## src/rtl/gfbl_pkg.sv

```systemverilog
// Shared types, constants and handshake structs for the grouped free-block list.
`default_nettype none

package gfbl_pkg;

	localparam int GROUP_WORDS = 64;
	localparam int NUM_BLOCKS  = 4096;
	localparam int ID_W        = 12;
	localparam int CNT_W       = 13;
	localparam int GW_W        = $clog2(GROUP_WORDS);
	localparam int HC_W        = $clog2(GROUP_WORDS + 1);
	localparam int STORE_AW    = ID_W + GW_W;
	localparam int STORE_DEPTH = NUM_BLOCKS * GROUP_WORDS;

	localparam logic [CNT_W-1:0] BLOCK_COUNT_RST = CNT_W'(NUM_BLOCKS);
	localparam logic [HC_W-1:0]  HC_FULL         = HC_W'(GROUP_WORDS);
	localparam logic [HC_W-1:0]  HC_ONE          = HC_W'(1);

	typedef enum logic {
		OP_ALLOC = 1'b0,
		OP_FREE  = 1'b1
	} op_t;

	typedef enum logic [1:0] {
		ST_OK     = 2'd0,
		ST_EMPTY  = 2'd1,
		ST_BAD_ID = 2'd2
	} status_t;

	typedef enum logic [2:0] {
		S_IDLE,
		S_EXEC,
		S_SPILL,
		S_RELOAD,
		S_HOLD
	} state_t;

	// Source of the block number carried by a result.
	typedef enum logic [1:0] {
		BLK_NONE,
		BLK_LIVE,
		BLK_SAVED
	} blk_sel_t;

	typedef struct packed {
		logic            operation;
		logic [ID_W-1:0] block_id;
	} item_t;

	typedef struct packed {
		logic [1:0]      status;
		logic [ID_W-1:0] alloc_block;
	} result_t;

	typedef struct packed {
		logic     accept;
		logic     push;
		logic     pop;
		logic     cnt_clr;
		logic     spill;
		logic     reload;
		logic     done_spill;
		logic     done_reload;
		logic     res_set;
		logic     res_load;
		logic     res_from_pend;
		status_t  res_code;
		blk_sel_t res_blk;
	} ctrl_cmd_t;

	typedef struct packed {
		logic is_free;
		logic id_bad;
		logic hc_full;
		logic hc_one;
		logic top_zero;
		logic cnt_done;
		logic out_free;
	} dp_stat_t;

endpackage

`default_nettype wire

```

## src/rtl/gfbl_ctrl.sv

```systemverilog
// Controller state machine for the grouped free-block list.
`default_nettype none

module gfbl_ctrl
	import gfbl_pkg::*;
(
	input  logic       clk,
	input  logic       arst_n,
	input  logic       cmd_valid,
	output logic       cmd_stall,
	input  dp_stat_t   stat,
	output ctrl_cmd_t  ctl
);

	state_t   state_q;
	state_t   state_nx;
	logic     fin;
	status_t  fin_code;
	blk_sel_t fin_blk;

	always_ff @(posedge clk or negedge arst_n) begin
		if (!arst_n) begin
			state_q <= S_IDLE;
		end else begin
			state_q <= state_nx;
		end
	end

	always_comb begin
		state_nx  = state_q;
		ctl       = '0;
		cmd_stall = 1'b1;
		fin       = 1'b0;
		fin_code  = ST_OK;
		fin_blk   = BLK_NONE;

		case (state_q)
			S_IDLE: begin
				cmd_stall = 1'b0;
				if (cmd_valid) begin
					ctl.accept = 1'b1;
					state_nx   = S_EXEC;
				end
			end
			S_EXEC: begin
				if (stat.is_free) begin
					if (stat.id_bad) begin
						fin      = 1'b1;
						fin_code = ST_BAD_ID;
					end else if (stat.hc_full) begin
						ctl.cnt_clr = 1'b1;
						state_nx    = S_SPILL;
					end else begin
						ctl.push = 1'b1;
						fin      = 1'b1;
					end
				end else if (stat.top_zero) begin
					fin      = 1'b1;
					fin_code = ST_EMPTY;
				end else if (stat.hc_one) begin
					ctl.cnt_clr = 1'b1;
					state_nx    = S_RELOAD;
				end else begin
					ctl.pop = 1'b1;
					fin     = 1'b1;
					fin_blk = BLK_LIVE;
				end
			end
			S_SPILL: begin
				ctl.spill = 1'b1;
				if (stat.cnt_done) begin
					ctl.done_spill = 1'b1;
					fin            = 1'b1;
				end
			end
			S_RELOAD: begin
				ctl.reload = 1'b1;
				if (stat.cnt_done) begin
					ctl.done_reload = 1'b1;
					fin             = 1'b1;
					fin_blk         = BLK_SAVED;
				end
			end
			S_HOLD: begin
				if (stat.out_free) begin
					ctl.res_load      = 1'b1;
					ctl.res_from_pend = 1'b1;
					state_nx          = S_IDLE;
				end
			end
			default: begin
				state_nx = S_IDLE;
			end
		endcase

		// A finished request goes straight to the output register when it is free.
		if (fin) begin
			ctl.res_set  = 1'b1;
			ctl.res_code = fin_code;
			ctl.res_blk  = fin_blk;
			if (stat.out_free) begin
				ctl.res_load = 1'b1;
				state_nx     = S_IDLE;
			end else begin
				state_nx = S_HOLD;
			end
		end
	end

endmodule

`default_nettype wire

```

## config.mk

```make
export PLATFORM = sky130hd
export DESIGN_NAME = gfbl_ctrl
export DESIGN_NICKNAME = d
export VERILOG_FILES = /design/src/rtl/gfbl_pkg.sv /design/src/rtl/gfbl_ctrl.sv
export SDC_FILE = /design/constraint.sdc
export NUM_CORES = 1
export LEC_CHECK = 0
export ABC_AREA = 1
export BUFFER_PORTS_ARGS = -buffer_cell sky130_fd_sc_hd__buf_2
export CORE_AREA = 10 10 47 49
export CTS_BUF_LIST = sky130_fd_sc_hd__clkbuf_8
export CTS_CLUSTER_SIZE = 25
export DETAILED_ROUTE_END_ITERATION = 7
export DIE_AREA = 0 0 57 59
export GPL_TIMING_DRIVEN = 0
export PLACE_DENSITY_LB_ADDON = 0.12
export REMOVE_ABC_BUFFERS = 1
export SYNTH_ARGS = -nofsm -noshare
export SYNTH_HDL_FRONTEND = slang
export SYNTH_SLANG_ARGS = --single-unit
```

## constraint.sdc

```tcl
create_clock -name clk -period 1.9 [get_ports clk]
set_clock_uncertainty 0.15 [all_clocks]
set_input_delay 0.38 -clock clk [delete_from_list [all_inputs] [get_ports clk]]
set_output_delay 0.38 -clock clk [all_outputs]
set_load 0.005 [all_outputs]
```

==> impl_metrics.py <==
metrics = {
    "outcome": {
        "status": "completed",
    },
    "power_and_ir_drop": {
        "p_clk_share_pct": 24.6,
        "vdd_drop_max_uv": 744,
        "leakage_nw": 0.321,
        "p_seq_share_pct": 19.3,
        "p_per_area_mw_per_mm2": 1410,
        "switching_power_w": 0.000341,
        "p_comb_share_pct": 56.1,
        "switching_share_pct": 45.7,
        "p_int_w": 0.000404,
    },
    "synthesis": {
        "synthArstFlopShare_pct": 100,
        "ys_ff_latch": 3,
        "synth_common_cells": "nand2_1, nor2_1, inv_1",
        "syn_avg_cell_area_um2": 6.23,
        "synthTopCellsByArea": "dfrtp_1, nand2_1, nor2_1",
        "syn_inst": 54,
        "synth_edf_count": 0,
        "synth_top_area_cell": "dfrtp_1",
        "synth.top_cell.area_share_pct": 22.3,
        "yosysWarnings": 0,
        "seq_area_frac_synth_pct": 22.3,
        "syn_area_um2": 337,
        "synth.distinct_cells": 19,
        "synth_ff_type": "dfrtp_1",
        "synth.most_common_cell": "nand2_1",
    },
    "placed_design": {
        "port_buffers": 25,
        "place_congestion": 0.708,
        "post-place-ws_ns": 0.211,
        "dp_hpwl_um": 932,
    },
    "setup_path": {
        "critPathKind": "reg -> out",
        "start_kind": "register",
        "cp.arrival_ns": 1.27,
        "critical_path_required_ns": 1.37,
        "cp_max_fo": 8,
        "cp-end-kind": "primary output",
    },
    "timing": {
        "setup_viol": 0,
        "fmax_ghz": 0.555,
        "fin_crit_sh_pct": 94.8,
        "hold_viol": 0,
        "slew_headroom_pct": 86.5,
        "fin_crit_ns": 1.80,
        "drv_slew": 0,
        "rsz0062_at_grt": "true",
        "tightest_slew_ns": 0.200,
        "setup_slack_ns": 0.0982,
    },
    "route": {
        "avgViaCountPerCell": 4.55,
        "top_layer": "met4",
        "routed_wl_um": 1130,
        "wl_met1_um": 541,
        "drt.antenna.violating_nets": 0,
        "met2_length_um": 415,
        "wl_per_cell_um": 11.5,
        "met3WireLength_um": 127,
        "vias": 446,
        "firstDrtPassIters": 1,
        "drc": 0,
        "drt_iter0_markers": 0,
    },
    "clock_network": {
        "clock_latency_ns": 0.22,
        "clock_sinks": 3,
        "htreeDepth": 1,
        "cts_root_buffer": "clkbuf_8",
        "tritoncts": "built",
        "numCtsBuffers": 3,
        "path_clk_slew_ns": 0.03,
        "clock_path_buffers": 2,
    },
    "global_route": {
        "antenna_found_initial": 0,
        "grtUsageTotal_pct": 7.42,
        "overflow": 0,
        "grt_max_degree": 9,
        "grt_pass1_vias": 474,
        "grt_pass1_wl_um": 1970,
    },
    "final_layout": {
        "final_util_pct": 37.7,
        "antenna_cells": 0,
        "largest_reg_flops": 3,
        "area_delta_synth_final_pct": 56.9,
        "fin_nets": 93,
        "fillers": 167,
        "final_layout_size_suffix_gt1_share_pct": 46.3,
        "regMostFlops": "state_q",
        "largestRegisters": "state_q: 3 flops",
    },
    "floorplan": {
        "io-pin-count": 26,
        "num_rows": 14,
        "die_h_um": 59,
        "dieArea_mm2": 0.00336,
        "core_area_mm2": 0.00140,
        "start_util_pct": 24.0,
        "die_w_um": 57,
    },
    "min_path": {
        "hold_class": "in -> reg",
    },
    "flow_run": {
        "maxCapViolCount": 0,
    },
}
-- worst max-delay path, cell delays in order, from the launching register on --
cell     delay, ns
dfrtp_2       0.42
inv_4         0.06
nor2_4        0.09
nand2_4       0.09
inv_4         0.07
nand2_2       0.05
a31oi_1       0.13
buf_2         0.14
-- power by group through the flow --
stage	clock network (W)	logic [W]	registers, W
final	0.000183	0.000418	0.000144
after global routing	0.000196	0.000487	0.000149
after CTS	0.000188	0.000425	0.000136
after detailed placement	0	0.000420	0.000136
after global placement	0	0.000420	0.000137
after floorplan	0	0.000281	0.000127
-- through the flow --
step | setup TNS, ns | std cells | total power [W] | hold slack [ns] | area, um2
after CTS | 0 | 98 | 0.000748 | 0.166 | 522
after global routing | -0.00643 | 98 | 0.000832 | 0.173 | 528
after global placement | 0 | 93 | 0.000557 | 0.0266 | 467
after detailed placement | 0 | 93 | 0.000556 | 0.0285 | 467
after floorplan | 0 | 52 | 0.000407 | -0.0656 | 322
final | 0 | 98 | 0.000745 | 0.170 | 528
-- layer usage --
metal  up-vias  track usage [%]
li1        234                -
met2        26             10.1
met1       182             8.04
met3         4             3.86
met5         -                0
met4         0             7.05
-- area by class of cell --
cell class | count | area, um2 | area share [%]
multi-input cells | 39 | 209 | 39.6
repair buffers | 26 | 135 | 25.6
flip-flops and latches | 3 | 76.3 | 14.5
inverters | 10 | 42.5 | 8.06
clock buffers | 3 | 41.3 | 7.82
well taps | 16 | 20.0 | 3.79
clock inverters | 1 | 3.75 | 0.711
-- layout by cell type, fill, tap and decap left out, drive strengths merged --
cell type and n:
buf 25, nand2 13, inv 11, nor2 10
nand3 5, nor4 3, clkbuf 3, dfrtp 3
nor3 2, a31oi 2, a21boi 1, o211ai 1
nand3b 1, o21ai 1, dlygate4sd3 1
-- repair_timing --
| item | CTS | global route |
|---|---|---|
| resized for setup | 0 | 3 |
| setup buffers | 0 | 0 |
| hold endpoints to repair | 3 | 0 |
| hold buffers | 1 | 0 |
| endpoints found under the setup margin | 0 | 4 |
-- final timing paths --
kind,startpoint,end,slack [ns],depth (start not counted)
setup / recovery,state_q[0],ctl[5],0.1,7
setup reg to reg,state_q[2],state_q[0],0.65,5
hold reg to reg,state_q[0],state_q[0],0.43,2
min in group asynchronous,arst_n,state_q[1],0.34,2
hold / removal,stat[0],state_q[2],0.17,2
max in group asynchronous,arst_n,state_q[0],1.14,2
-- kinds of logic (layout without fill, tap and decap cells) --
group / Yosys count / in the layout / synth area share, %
AO/OA/AOI/OAI: 5 / 5 / 10.8
buffers and inverters: 12 / 40 / 16.4
flip-flops: 3 / 3 / 22.3
AND/OR/NAND/NOR: 34 / 34 / 50.6
Power figures use the tool's default switching activity.
